<file path="src/sv/pmps_pkg.sv">
package pmps_pkg;
	localparam int PENDING_DEPTH_DEF = 8;
	localparam int MTU_FLOOR_DEF = 576;
	localparam int MTU_CEIL_DEF = 9000;
	localparam logic [13:0] DEF_FLOOR = 14'd1200;
	localparam logic [13:0] DEF_CEIL = 14'd1500;
	localparam logic [13:0] DEF_STEP = 14'd10;
	localparam logic [7:0] DEF_LIMIT = 8'd3;

	localparam logic [2:0] F_ENABLE = 3'd0;
	localparam logic [2:0] F_DISABLE = 3'd1;
	localparam logic [2:0] F_RESP = 3'd2;
	localparam logic [2:0] F_INPROBE = 3'd3;
	localparam logic [2:0] F_SAMPLE = 3'd4;

	localparam logic [1:0] K_PROBE = 2'd0;
	localparam logic [1:0] K_CHANGE = 2'd1;
	localparam logic [1:0] K_REPLY = 2'd2;

	localparam logic [1:0] PH_UNKNOWN = 2'd0;
	localparam logic [1:0] PH_SEARCH = 2'd1;
	localparam logic [1:0] PH_VALID = 2'd2;
	localparam logic [1:0] PH_BLACK = 2'd3;

	localparam logic [1:0] REG_FLOOR = 2'd0;
	localparam logic [1:0] REG_CEIL = 2'd1;
	localparam logic [1:0] REG_STEP = 2'd2;
	localparam logic [1:0] REG_LIMIT = 2'd3;

	typedef struct packed {
		logic [2:0] func;
		logic [31:0] tag;
		logic ok;
		logic inbound;
		logic [15:0] probe_bytes;
		logic [13:0] loss_permyriad;
		logic [31:0] rtt_millis;
	} item_t;

	typedef struct packed {
		logic [1:0] kind;
		logic on_inbound;
		logic [31:0] probe_tag;
		logic [15:0] size_bytes;
		logic [13:0] prior_mtu;
		logic from_probe;
		logic reply_ok;
		logic [1:0] path_phase;
		logic final_res;
	} res_t;

	typedef struct packed {
		logic [13:0] fl;
		logic [13:0] ce;
		logic [13:0] st;
		logic [7:0] limit;
	} cfg_t;
endpackage

</file>
<file path="src/sv/path_mtu_probe_search.sv">
// channel   | dir | handshake          | payload
// s_axis    | in  | tvalid/tready      | tdata item, func in tuser
// m_axis    | out | tvalid/tready      | tdata result, kind in tuser, tlast final_res
// apb       | in  | psel/penable       | four config registers at 4*i
// an item is registered and decoded into up to two results; one word goes out per
// cycle while m_axis_tready is high; the next item waits until the slots are empty
// the result slots hold while m_axis_tready is low; the input register then holds
// reset restores path state, clears pending valid bits, sets tag counter to 1; no clearing pass
module path_mtu_probe_search import pmps_pkg::*; #(
	parameter int PENDING_DEPTH = PENDING_DEPTH_DEF,
	parameter int MTU_FLOOR = MTU_FLOOR_DEF,
	parameter int MTU_CEIL = MTU_CEIL_DEF
) (
	input logic clk,
	input logic arst_n,
	input logic s_axis_tvalid,
	output logic s_axis_tready,
	// tag[31:0], ok, inbound, probe_bytes[15:0], loss_permyriad[13:0], rtt_millis[31:0]
	input logic [95:0] s_axis_tdata,
	// func[2:0]
	input logic [2:0] s_axis_tuser,
	output logic m_axis_tvalid,
	input logic m_axis_tready,
	// on_inbound, probe_tag[31:0], size_bytes[15:0], prior_mtu[13:0], from_probe,
	// reply_ok, path_phase[1:0], pad
	output logic [71:0] m_axis_tdata,
	// kind[1:0]
	output logic [1:0] m_axis_tuser,
	output logic m_axis_tlast,
	input logic psel,
	input logic penable,
	input logic pwrite,
	input logic [3:0] paddr,
	input logic [31:0] pwdata,
	output logic [31:0] prdata,
	output logic pready
);
	cfg_t cfg;
	item_t it;
	res_t r;

	assign pready = 1'b1;
	pmps_regs #(.MTU_FLOOR(MTU_FLOOR), .MTU_CEIL(MTU_CEIL)) u_regs (
		.clk, .arst_n, .psel, .penable, .pwrite, .paddr, .pwdata, .prdata, .cfg
	);

	assign it.func = s_axis_tuser;
	assign it.tag = s_axis_tdata[31:0];
	assign it.ok = s_axis_tdata[32];
	assign it.inbound = s_axis_tdata[33];
	assign it.probe_bytes = s_axis_tdata[49:34];
	assign it.loss_permyriad = s_axis_tdata[63:50];
	assign it.rtt_millis = s_axis_tdata[95:64];

	pmps_core #(.PENDING_DEPTH(PENDING_DEPTH), .MTU_FLOOR(MTU_FLOOR),
			.MTU_CEIL(MTU_CEIL)) u_core (
		.clk, .arst_n, .cfg, .in_vld(s_axis_tvalid), .in_item(it),
		.in_rdy(s_axis_tready), .out_vld(m_axis_tvalid), .out_res(r),
		.out_rdy(m_axis_tready)
	);

	assign m_axis_tuser = r.kind;
	assign m_axis_tlast = r.final_res;
	assign m_axis_tdata = {5'd0, r.path_phase, r.reply_ok, r.from_probe, r.prior_mtu,
		r.size_bytes, r.probe_tag, r.on_inbound};
endmodule

</file>
<file path="src/sv/pmps_regs.sv">
module pmps_regs import pmps_pkg::*; #(
	parameter int MTU_FLOOR = MTU_FLOOR_DEF,
	parameter int MTU_CEIL = MTU_CEIL_DEF
) (
	input logic clk,
	input logic arst_n,
	input logic psel,
	input logic penable,
	input logic pwrite,
	input logic [3:0] paddr,
	input logic [31:0] pwdata,
	output logic [31:0] prdata,
	output cfg_t cfg
);
	localparam logic [13:0] FLR = 14'(MTU_FLOOR);
	localparam logic [13:0] CEL = 14'(MTU_CEIL);
	logic [13:0] floor_q, ceil_q, step_q;
	logic [7:0] limit_q;
	logic [13:0] f, c;
	logic [1:0] idx;
	assign idx = paddr[3:2];

	always_ff @(posedge clk or negedge arst_n) begin
		if (!arst_n) begin
			floor_q <= DEF_FLOOR;
			ceil_q <= DEF_CEIL;
			step_q <= DEF_STEP;
			limit_q <= DEF_LIMIT;
		end else if (psel && penable && pwrite) begin
			case (idx)
				REG_FLOOR: floor_q <= pwdata[13:0];
				REG_CEIL: ceil_q <= pwdata[13:0];
				REG_STEP: step_q <= pwdata[13:0];
				REG_LIMIT: limit_q <= pwdata[7:0];
				default: ;
			endcase
		end
	end

	always_comb begin
		case (idx)
			REG_FLOOR: prdata = {18'd0, floor_q};
			REG_CEIL: prdata = {18'd0, ceil_q};
			REG_STEP: prdata = {18'd0, step_q};
			REG_LIMIT: prdata = {24'd0, limit_q};
			default: prdata = '0;
		endcase
	end

	assign f = (floor_q < FLR) ? FLR : floor_q;
	assign c = (ceil_q > CEL) ? CEL : ceil_q;
	assign cfg.fl = (f >= c) ? DEF_FLOOR : f;
	assign cfg.ce = (f >= c) ? DEF_CEIL : c;
	assign cfg.st = (step_q == 14'd0) ? DEF_STEP : step_q;
	assign cfg.limit = limit_q;
endmodule

</file>
<file path="src/sv/pmps_core.sv">
module pmps_core import pmps_pkg::*; #(
	parameter int PENDING_DEPTH = PENDING_DEPTH_DEF,
	parameter int MTU_FLOOR = MTU_FLOOR_DEF,
	parameter int MTU_CEIL = MTU_CEIL_DEF
) (
	input logic clk,
	input logic arst_n,
	input cfg_t cfg,
	input logic in_vld,
	input item_t in_item,
	output logic in_rdy,
	output logic out_vld,
	output res_t out_res,
	input logic out_rdy
);
	localparam int PW = (PENDING_DEPTH > 1) ? $clog2(PENDING_DEPTH) : 1;
	localparam logic [13:0] FLR = 14'(MTU_FLOOR);
	localparam logic [13:0] CEL = 14'(MTU_CEIL);

	// input register
	logic vld_s1;
	item_t item_s1;
	// result slots
	logic [1:0] rv_q;
	res_t [1:0] r_q;

	logic [13:0] live_q [2], best_q [2], next_q [2];
	logic [1:0] srch_q, valid_q;
	logic [7:0] fail_q [2];
	logic [1:0] ph_q [2];
	logic both_q;
	logic [PENDING_DEPTH-1:0] pv_q;
	logic [31:0] ptag_q [PENDING_DEPTH];
	logic [13:0] psz_q [PENDING_DEPTH];
	logic [PENDING_DEPTH-1:0] ppath_q;
	logic [31:0] ctr_q;

	logic busy, take;
	assign busy = |rv_q;
	assign take = vld_s1 && !busy;
	assign in_rdy = !vld_s1 || take;

	// next-state
	logic [13:0] live_n [2], best_n [2], next_n [2];
	logic [1:0] srch_n, valid_n;
	logic [7:0] fail_n [2];
	logic [1:0] ph_n [2];
	logic both_n;
	logic [PENDING_DEPTH-1:0] pv_n;
	logic [31:0] ctr_n;
	res_t [1:0] rr;
	logic [1:0] rn;
	logic wr_en;
	logic [PW-1:0] wr_idx;
	logic [31:0] wr_tag;
	logic [13:0] wr_sz;
	logic wr_path;

	// free slot and hit search, lowest index first in each
	logic free_any, hit_any;
	logic [PW-1:0] free_idx, hit_idx;
	logic [PENDING_DEPTH-1:0] pv_f;
	always_comb begin
		free_any = 1'b0; free_idx = '0; hit_any = 1'b0; hit_idx = '0;
		for (int i = PENDING_DEPTH - 1; i >= 0; i--) begin
			if (pv_q[i] && ptag_q[i] == item_s1.tag && ppath_q[i] == item_s1.inbound) begin
				hit_any = 1'b1; hit_idx = PW'(i);
			end
		end
		// a matched response frees its slot before the next probe is placed
		pv_f = pv_q;
		if (item_s1.func == F_RESP && hit_any) pv_f[hit_idx] = 1'b0;
		for (int i = PENDING_DEPTH - 1; i >= 0; i--) begin
			if (!pv_f[i]) begin free_any = 1'b1; free_idx = PW'(i); end
		end
	end

	always_comb begin
		logic [14:0] nx;
		logic [13:0] sz, gap, pv_st;
		logic p, rsp_probe, st_probe, do_start1;
		logic [13:0] pr_sz;
		logic pr_path;
		logic chg;
		logic [13:0] chg_nv, chg_pr;
		logic chg_fp, chg_path;
		logic [7:0] fr;
		live_n = live_q; best_n = best_q; next_n = next_q;
		srch_n = srch_q; valid_n = valid_q; fail_n = fail_q; ph_n = ph_q;
		both_n = both_q; pv_n = pv_q; ctr_n = ctr_q;
		rr = '0; rn = '0;
		wr_en = 1'b0; wr_idx = free_idx; wr_tag = ctr_q; wr_sz = '0; wr_path = 1'b0;
		rsp_probe = 1'b0; pr_sz = '0; pr_path = 1'b0;
		chg = 1'b0; chg_nv = '0; chg_pr = '0; chg_fp = 1'b0; chg_path = 1'b0;
		do_start1 = 1'b0;
		st_probe = 1'b0;
		p = item_s1.inbound;
		sz = psz_q[hit_idx];
		nx = '0; gap = '0; pv_st = '0; fr = '0;
		case (item_s1.func)
			F_ENABLE: begin
				if (!both_q) begin
					both_n = 1'b1;
					nx = {1'b0, cfg.fl} + {1'b0, cfg.st};
					pv_st = (nx > {1'b0, cfg.ce}) ? cfg.ce : nx[13:0];
					for (int q = 0; q < 2; q++) begin
						live_n[q] = cfg.fl; best_n[q] = cfg.fl;
						ph_n[q] = PH_UNKNOWN; srch_n[q] = 1'b0; valid_n[q] = 1'b0;
					end
					srch_n[0] = 1'b1; fail_n[0] = '0; ph_n[0] = PH_SEARCH;
					next_n[0] = pv_st;
					rsp_probe = 1'b1; pr_sz = pv_st; pr_path = 1'b0;
				end
			end
			F_DISABLE: begin
				if (both_q) begin
					both_n = 1'b0; srch_n = '0; pv_n = '0;
				end
			end
			F_RESP: begin
				if (hit_any) begin
					pv_n[hit_idx] = 1'b0;
					if (item_s1.ok) begin
						if (sz > best_q[p]) begin
							best_n[p] = sz;
							if (!p && sz != live_q[0]) begin
								chg = 1'b1; chg_nv = sz; chg_pr = live_q[0]; chg_fp = 1'b1;
								live_n[0] = sz;
							end
						end
						fail_n[p] = '0;
						if (srch_q[p]) begin
							if (sz < cfg.ce) begin
								nx = {1'b0, sz} + {1'b0, cfg.st};
								pv_st = (nx > {1'b0, cfg.ce}) ? cfg.ce : nx[13:0];
								next_n[p] = pv_st;
								rsp_probe = 1'b1; pr_sz = pv_st; pr_path = p;
							end else begin
								valid_n[p] = 1'b1; srch_n[p] = 1'b0; ph_n[p] = PH_VALID;
								if (!p && both_q && !srch_q[1]) do_start1 = 1'b1;
							end
						end
					end else begin
						fr = (fail_q[p] == 8'hFF) ? fail_q[p] : fail_q[p] + 8'd1;
						fail_n[p] = fr;
						if (fr >= cfg.limit) begin
							ph_n[p] = PH_BLACK; srch_n[p] = 1'b0;
							if (!p && best_q[0] != live_q[0]) begin
								chg = 1'b1; chg_nv = best_q[0]; chg_pr = live_q[0];
								live_n[0] = best_q[0];
							end
						end else if (srch_q[p]) begin
							gap = (sz > best_q[p]) ? sz - best_q[p] : '0;
							if (gap <= cfg.st) begin
								ph_n[p] = PH_VALID; srch_n[p] = 1'b0; valid_n[p] = 1'b1;
								if (!p && best_q[0] != live_q[0]) begin
									chg = 1'b1; chg_nv = best_q[0]; chg_pr = live_q[0];
									live_n[0] = best_q[0];
								end
								if (!p && both_q && !srch_q[1]) do_start1 = 1'b1;
							end else begin
								pv_st = best_q[p] + (gap >> 1);
								next_n[p] = pv_st;
								rsp_probe = 1'b1; pr_sz = pv_st; pr_path = p;
							end
						end
					end
					if (do_start1) begin
						nx = {1'b0, cfg.fl} + {1'b0, cfg.st};
						pv_st = (nx > {1'b0, cfg.ce}) ? cfg.ce : nx[13:0];
						srch_n[1] = 1'b1; valid_n[1] = 1'b0; fail_n[1] = '0;
						ph_n[1] = PH_SEARCH; live_n[1] = cfg.fl; best_n[1] = cfg.fl;
						next_n[1] = pv_st;
						rsp_probe = 1'b1; pr_sz = pv_st; pr_path = 1'b1;
					end
				end
			end
			F_INPROBE: begin
				if (item_s1.probe_bytes <= {2'b0, cfg.ce} &&
						item_s1.probe_bytes > {2'b0, live_q[1]}) begin
					chg = 1'b1; chg_nv = item_s1.probe_bytes[13:0]; chg_pr = live_q[1];
					chg_fp = 1'b1; chg_path = 1'b1;
					live_n[1] = item_s1.probe_bytes[13:0];
				end
			end
			F_SAMPLE: begin
				if (valid_q[0] && !srch_q[0]) begin
					if (item_s1.loss_permyriad > 14'd500) begin
						if (live_q[0] > cfg.fl) begin
							nx = {1'b0, cfg.fl} + {1'b0, cfg.st};
							pv_st = ({1'b0, live_q[0]} > nx) ? live_q[0] - cfg.st : cfg.fl;
							chg = 1'b1; chg_nv = pv_st; chg_pr = live_q[0];
							live_n[0] = pv_st;
						end
					end else if (item_s1.loss_permyriad < 14'd100 &&
							item_s1.rtt_millis < 32'd100) begin
						if (live_q[0] < cfg.ce) begin
							nx = {1'b0, live_q[0]} + {1'b0, cfg.st};
							pv_st = (nx > {1'b0, cfg.ce}) ? cfg.ce : nx[13:0];
							next_n[0] = pv_st;
							rsp_probe = 1'b1; pr_sz = pv_st;
						end
					end
				end
			end
			default: ;
		endcase
		st_probe = rsp_probe && free_any && pr_sz >= FLR && pr_sz <= CEL;
		if (st_probe) begin
			wr_en = 1'b1; wr_sz = pr_sz; wr_path = pr_path;
			pv_n[free_idx] = 1'b1;
			ctr_n = (ctr_q == 32'hFFFF_FFFF) ? 32'd1 : ctr_q + 32'd1;
		end
		// results in order: change first, then probe or reply
		if (chg) begin
			rr[0].kind = K_CHANGE; rr[0].on_inbound = chg_path;
			rr[0].size_bytes = {2'b0, chg_nv}; rr[0].prior_mtu = chg_pr;
			rr[0].from_probe = chg_fp;
			rn[0] = 1'b1;
		end
		if (st_probe) begin
			rr[1].kind = K_PROBE; rr[1].on_inbound = pr_path;
			rr[1].probe_tag = ctr_q; rr[1].size_bytes = {2'b0, pr_sz};
			rn[1] = 1'b1;
		end else if (item_s1.func == F_INPROBE) begin
			rr[1].kind = K_REPLY; rr[1].on_inbound = 1'b1;
			rr[1].probe_tag = item_s1.tag; rr[1].size_bytes = item_s1.probe_bytes;
			rr[1].reply_ok = (item_s1.probe_bytes <= {2'b0, cfg.ce});
			rn[1] = 1'b1;
		end
		for (int k = 0; k < 2; k++) rr[k].path_phase = ph_n[rr[k].on_inbound];
		rr[1].final_res = 1'b1;
		rr[0].final_res = !rn[1];
	end

	always_ff @(posedge clk or negedge arst_n) begin
		if (!arst_n) begin
			vld_s1 <= 1'b0;
			rv_q <= '0;
			for (int q = 0; q < 2; q++) begin
				live_q[q] <= DEF_FLOOR; best_q[q] <= DEF_FLOOR;
				next_q[q] <= DEF_FLOOR + DEF_STEP;
				fail_q[q] <= '0; ph_q[q] <= PH_UNKNOWN;
			end
			srch_q <= '0; valid_q <= '0; both_q <= 1'b0;
			pv_q <= '0; ctr_q <= 32'd1;
		end else begin
			if (in_rdy) vld_s1 <= in_vld;
			if (busy) begin
				if (out_rdy) begin
					if (rv_q[0]) rv_q[0] <= 1'b0;
					else rv_q[1] <= 1'b0;
				end
			end else if (take) begin
				rv_q <= rn;
				live_q <= live_n; best_q <= best_n; next_q <= next_n;
				srch_q <= srch_n; valid_q <= valid_n; fail_q <= fail_n; ph_q <= ph_n;
				both_q <= both_n; pv_q <= pv_n; ctr_q <= ctr_n;
			end
		end
	end

	always_ff @(posedge clk) begin
		if (in_rdy) item_s1 <= in_item;
		if (take) r_q <= rr;
		if (take && wr_en) begin
			ptag_q[wr_idx] <= wr_tag;
			psz_q[wr_idx] <= wr_sz;
			ppath_q[wr_idx] <= wr_path;
		end
	end

	assign out_vld = busy;
	assign out_res = rv_q[0] ? r_q[0] : r_q[1];
endmodule

</file>
<file path="config.mk">
export PLATFORM = sky130hd
export DESIGN_NAME = path_mtu_probe_search
export DESIGN_NICKNAME = d
export VERILOG_FILES = /design/src/sv/pmps_pkg.sv /design/src/sv/path_mtu_probe_search.sv /design/src/sv/pmps_regs.sv /design/src/sv/pmps_core.sv
export SDC_FILE = /design/constraint.sdc
export NUM_CORES = 2
export LEC_CHECK = 0
export ABC_CLOCK_PERIOD_IN_PS = 24500
export BUFFER_PORTS_ARGS = -buffer_cell sky130_fd_sc_hd__buf_4
export CAP_MARGIN = 20
export CORE_UTILIZATION = 65
export CTS_CLUSTER_SIZE = 24
export DETAILED_ROUTE_END_ITERATION = 7
export GPL_ROUTABILITY_DRIVEN = 0
export PLACE_DENSITY = 0.84
export SETUP_SLACK_MARGIN = 0.02
export SYNTH_ARGS = -nofsm -noshare
export SYNTH_HDL_FRONTEND = slang
export SYNTH_HIERARCHICAL = 1
export SYNTH_SLANG_ARGS = --single-unit
</file>
<file path="constraint.sdc">
create_clock -name clk -period 24.5 [get_ports clk]
set_clock_uncertainty 0.1 [all_clocks]
set_input_delay 0 -clock clk [delete_from_list [all_inputs] [get_ports clk]]
set_output_delay 0 -clock clk [all_outputs]
set_load 0.005 [all_outputs]
</file>
==> metrics.cfg <==
[critical_path]
required_ps = 24670
critPathLaunchType = flop
crit_type = reg2reg
r2r_cells = 48
startpoint = u_core/item_s1[62]
cp.arrival_ps = 16200
path_delay_family = compound AO/OA/AOI/OAI gates
reg2reg_from = u_core/item_s1[62]
cp_common_cell = a21o_1
endpoint_kind = flop
worstReg2RegEnd = u_core/ptag_q[0][3]
path_buf_inv = 5
slowest_stage = edfxtp_1
r2r_slack_ps = 8470
critical_path.max_fanout = 42
max_stage_delay_ps = 990

[floorplan]
die_h_um = 259.1
die_w_um = 259.1
num_rows = 93
start_util_pct = 66.27
die-area_um2 = 67110
core_um2 = 64810
ioPinCount = 252

[detailed_routing]
ant_nets = 0
drt_pass1_iterations = 8
drt_iter0_drc = 6941
vias = 37500
drc = 17
drt-wirelength-per-cell_um = 30.24
drt-total-wl_um = 158800
via_per_inst = 7.140

[sta]
finalCritPeriodShare_pct = 65.43
drv_slew = 0
slew-limit-headroom_pct = 18.26
fmax_mhz = 62.39
tightest_slew_ps = 1226
timing.final.crit_period_ps = 16030
rsz0062_at_grt = false
setup_viol = 0
timing.hold.ws_ps = 21.55
hold_viol = 0
tns_ps = 0

[run]
timing.max_cap.violations = 0

[outcome]
violations = DRC
outcome = finished, violations left

[grt]
grt_pass1_vias = 35600
grt_pass1_wl_um = 228700
grt_use_total_pct = 46.75
antenna_found_initial = 14
grt-ovfl-total = 0
grt_max_degree = 86

[clock_network]
holdBufCountCts = 216
clkTransAtPathRegs_ps = 70
post_cts_buffers = 0
cts_tree = yes
root_buffer = clkbuf_16
cts_resized = 0
clockBufferDepth = 3
clock-sinks = 733
clock_latency_ps = 710
numCtsBuffers = 75
cts_max_level = 3

[power_and_ir_drop]
irDropWorstVdd_mv = 0.09577
p_seq_share_pct = 30.7
p_sw_w = 0.002365
power.density_nw_per_um2 = 108.0
clkPwrFrac_pct = 22.2
total_leakage_power_nw = 19.60
p_sw_share_pct = 43.55
internal-power_w = 0.003065
combPwrFrac_pct = 47.1

[place]
portBuffers = 205
dp_hpwl_um = 102300
place_inst = 4883
place_area_um2 = 45420

[yosys]
yosysTopAreaCell = edfxtp_1
synth_top_area_share_pct = 39.15
synth_top_family_by_area = simple AND/OR/NAND/NOR gates
synthCells = 3915
yosysSeqAreaShare_pct = 49.33
synthTopCellsByArea = edfxtp_1 39%, dfrtp_1 8.2%, ha_1 7.0%, xnor2_1 3.5%, xor2_1 3.4%
synth_cell_types = 102
synthArstFlopShare_pct = 23.60
postSynthAreaPerCell_um2 = 10.97
yosysMostFrequentCell = edfxtp_1
synth_compound_area_share_pct = 13.22
synth.mux.area_fraction_pct = 4.754
synthSimpleGateAreaFrac_pct = 14.68
synth_area_um2 = 42950
synth_edf_count = 560
synth.ff_latch_count = 733
synth_fa_ha_area_share_pct = 7.254
yosys-top-cells-count = 560 x edfxtp_1, 266 x nand2_1, 241 x ha_1, 234 x nor2_1
synth_xor_area_share_pct = 6.893
ys.flop_type = edfxtp_1
yosys_warnings = 6

[layout]
instances_no_fill = 5252
drive_above_1_share_pct = 13.72
nets = 4717
final_area_um2 = 50280
area_growth_pct = 17.07

[worst_hold_path]
holdPathEnd = u_core/item_s1[97]
hold_class = in2reg
min_path_cells = 2
hold_start = s_axis_tuser[1]

## cell usage in the layout, fill, tap and decap left out, types with 25 or more instances in the layout
cell	synthesis	final
dlygate4sd3_1	0	216
and2_1	34	34
buf_4	36	276
xnor2_1	172	172
nor2_1	234	231
a211oi_1	33	25
mux2i_1	78	78
clkbuf_16	0	75
o21ai_0	195	195
a22o_1	44	44
dfstp_2	32	32
nor4_1	92	92
a21o_1	55	55
nand3_1	91	91
a31oi_1	32	32
nand4_1	97	97
nand2b_1	119	118
and3_1	42	42
mux2_2	93	93
a21oi_1	165	165
ha_1	241	241
a22oi_1	40	40
xor2_1	166	166
nor3_1	64	55
nor2b_1	71	70
o211ai_1	25	25
dfrtp_1	141	140
edfxtp_1	560	560
inv_1	195	194
nand2_1	266	265
## worst register-to-register path: cells and delay by family (launching register included)
family	cells	cell delay [ps]
compound gates	20	5910
simple gates	19	5200
buf+inv	5	2310
flops	1	990
fa+ha+maj	2	660
xor+xnor	2	410
## power groups by stage
stage	combinational (W)	sequential (W)	clock [W]
detailed placement	0.00232	0.00167	0
global placement	0.00225	0.00166	0
finish	0.00256	0.00167	0.00121
CTS	0.00237	0.00164	0.00118
floorplan	0.00164	0.00156	0
global route	0.00268	0.00166	0.00124
## worst max path at each step
stage	end	slack [ps]	depth (start not counted)
2_1_floorplan	u_core/ppath_q[4]	11660	48
3_3_place_gp	u_core/ptag_q[6][23]	10150	48
3_5_place_dp	u_core/ptag_q[6][26]	9880	48
4_1_cts	u_core/ptag_q[6][26]	9540	48
5_1_grt	u_core/ptag_q[0][3]	8560	48
6_report	u_core/ptag_q[0][3]	8470	48
## cell type report
type | count | area [µm²]
diodes | 8 | 20.02
clock buffers | 92 | 1981
clock inverters | 45 | 585.6
fillers | 3840 | 14530
inverters | 196 | 738.2
multi-input cells | 2823 | 20350
flip-flops and latches | 733 | 21190
well taps | 855 | 1070
repair buffers | 500 | 4353
## flip-flops by register name (all words and copies together), names as in the netlist, 14 cells and up
signal	cells
u_core/best_q	28
u_core/ctr_q	32
u_core/fail_q	16
u_core/item_s1	97
u_core/live_q	28
u_core/psz_q	112
u_core/ptag_q	256
u_core/r_q	87
u_regs/ceil_q	14
u_regs/floor_q	14
u_regs/step_q	14
## metrics by stage
step           utilization, %  total power [W]  setup WS, ps
3_3_place_gp            70.08         0.003914         10150
4_1_cts                 77.40         0.005199          9540
6_report                77.58         0.005430          8471
5_1_grt                 77.55         0.005587          8559
2_1_floorplan               -         0.003197         11660
3_5_place_dp            70.08         0.003983          9880
## metal layers
metal  vias up  share of wire [%]  GRT usage (%)
met2      3580                 41          65.86
met1     17530                 33          57.83
met5         -              0.063              0
met4        12                8.0          29.42
met3       999                 18          22.03
li1      15380                  -              -
## cell families after synthesis
group | count (synthesis)
adder cells (fa/ha/maj) | 246
buffers and inverters | 380
AO/OA/AOI/OAI | 830
XOR/XNOR | 338
other | 3
flip-flops | 733
multiplexers | 182
AND/OR/NAND/NOR | 1203
(Power assumes the default switching activity.)
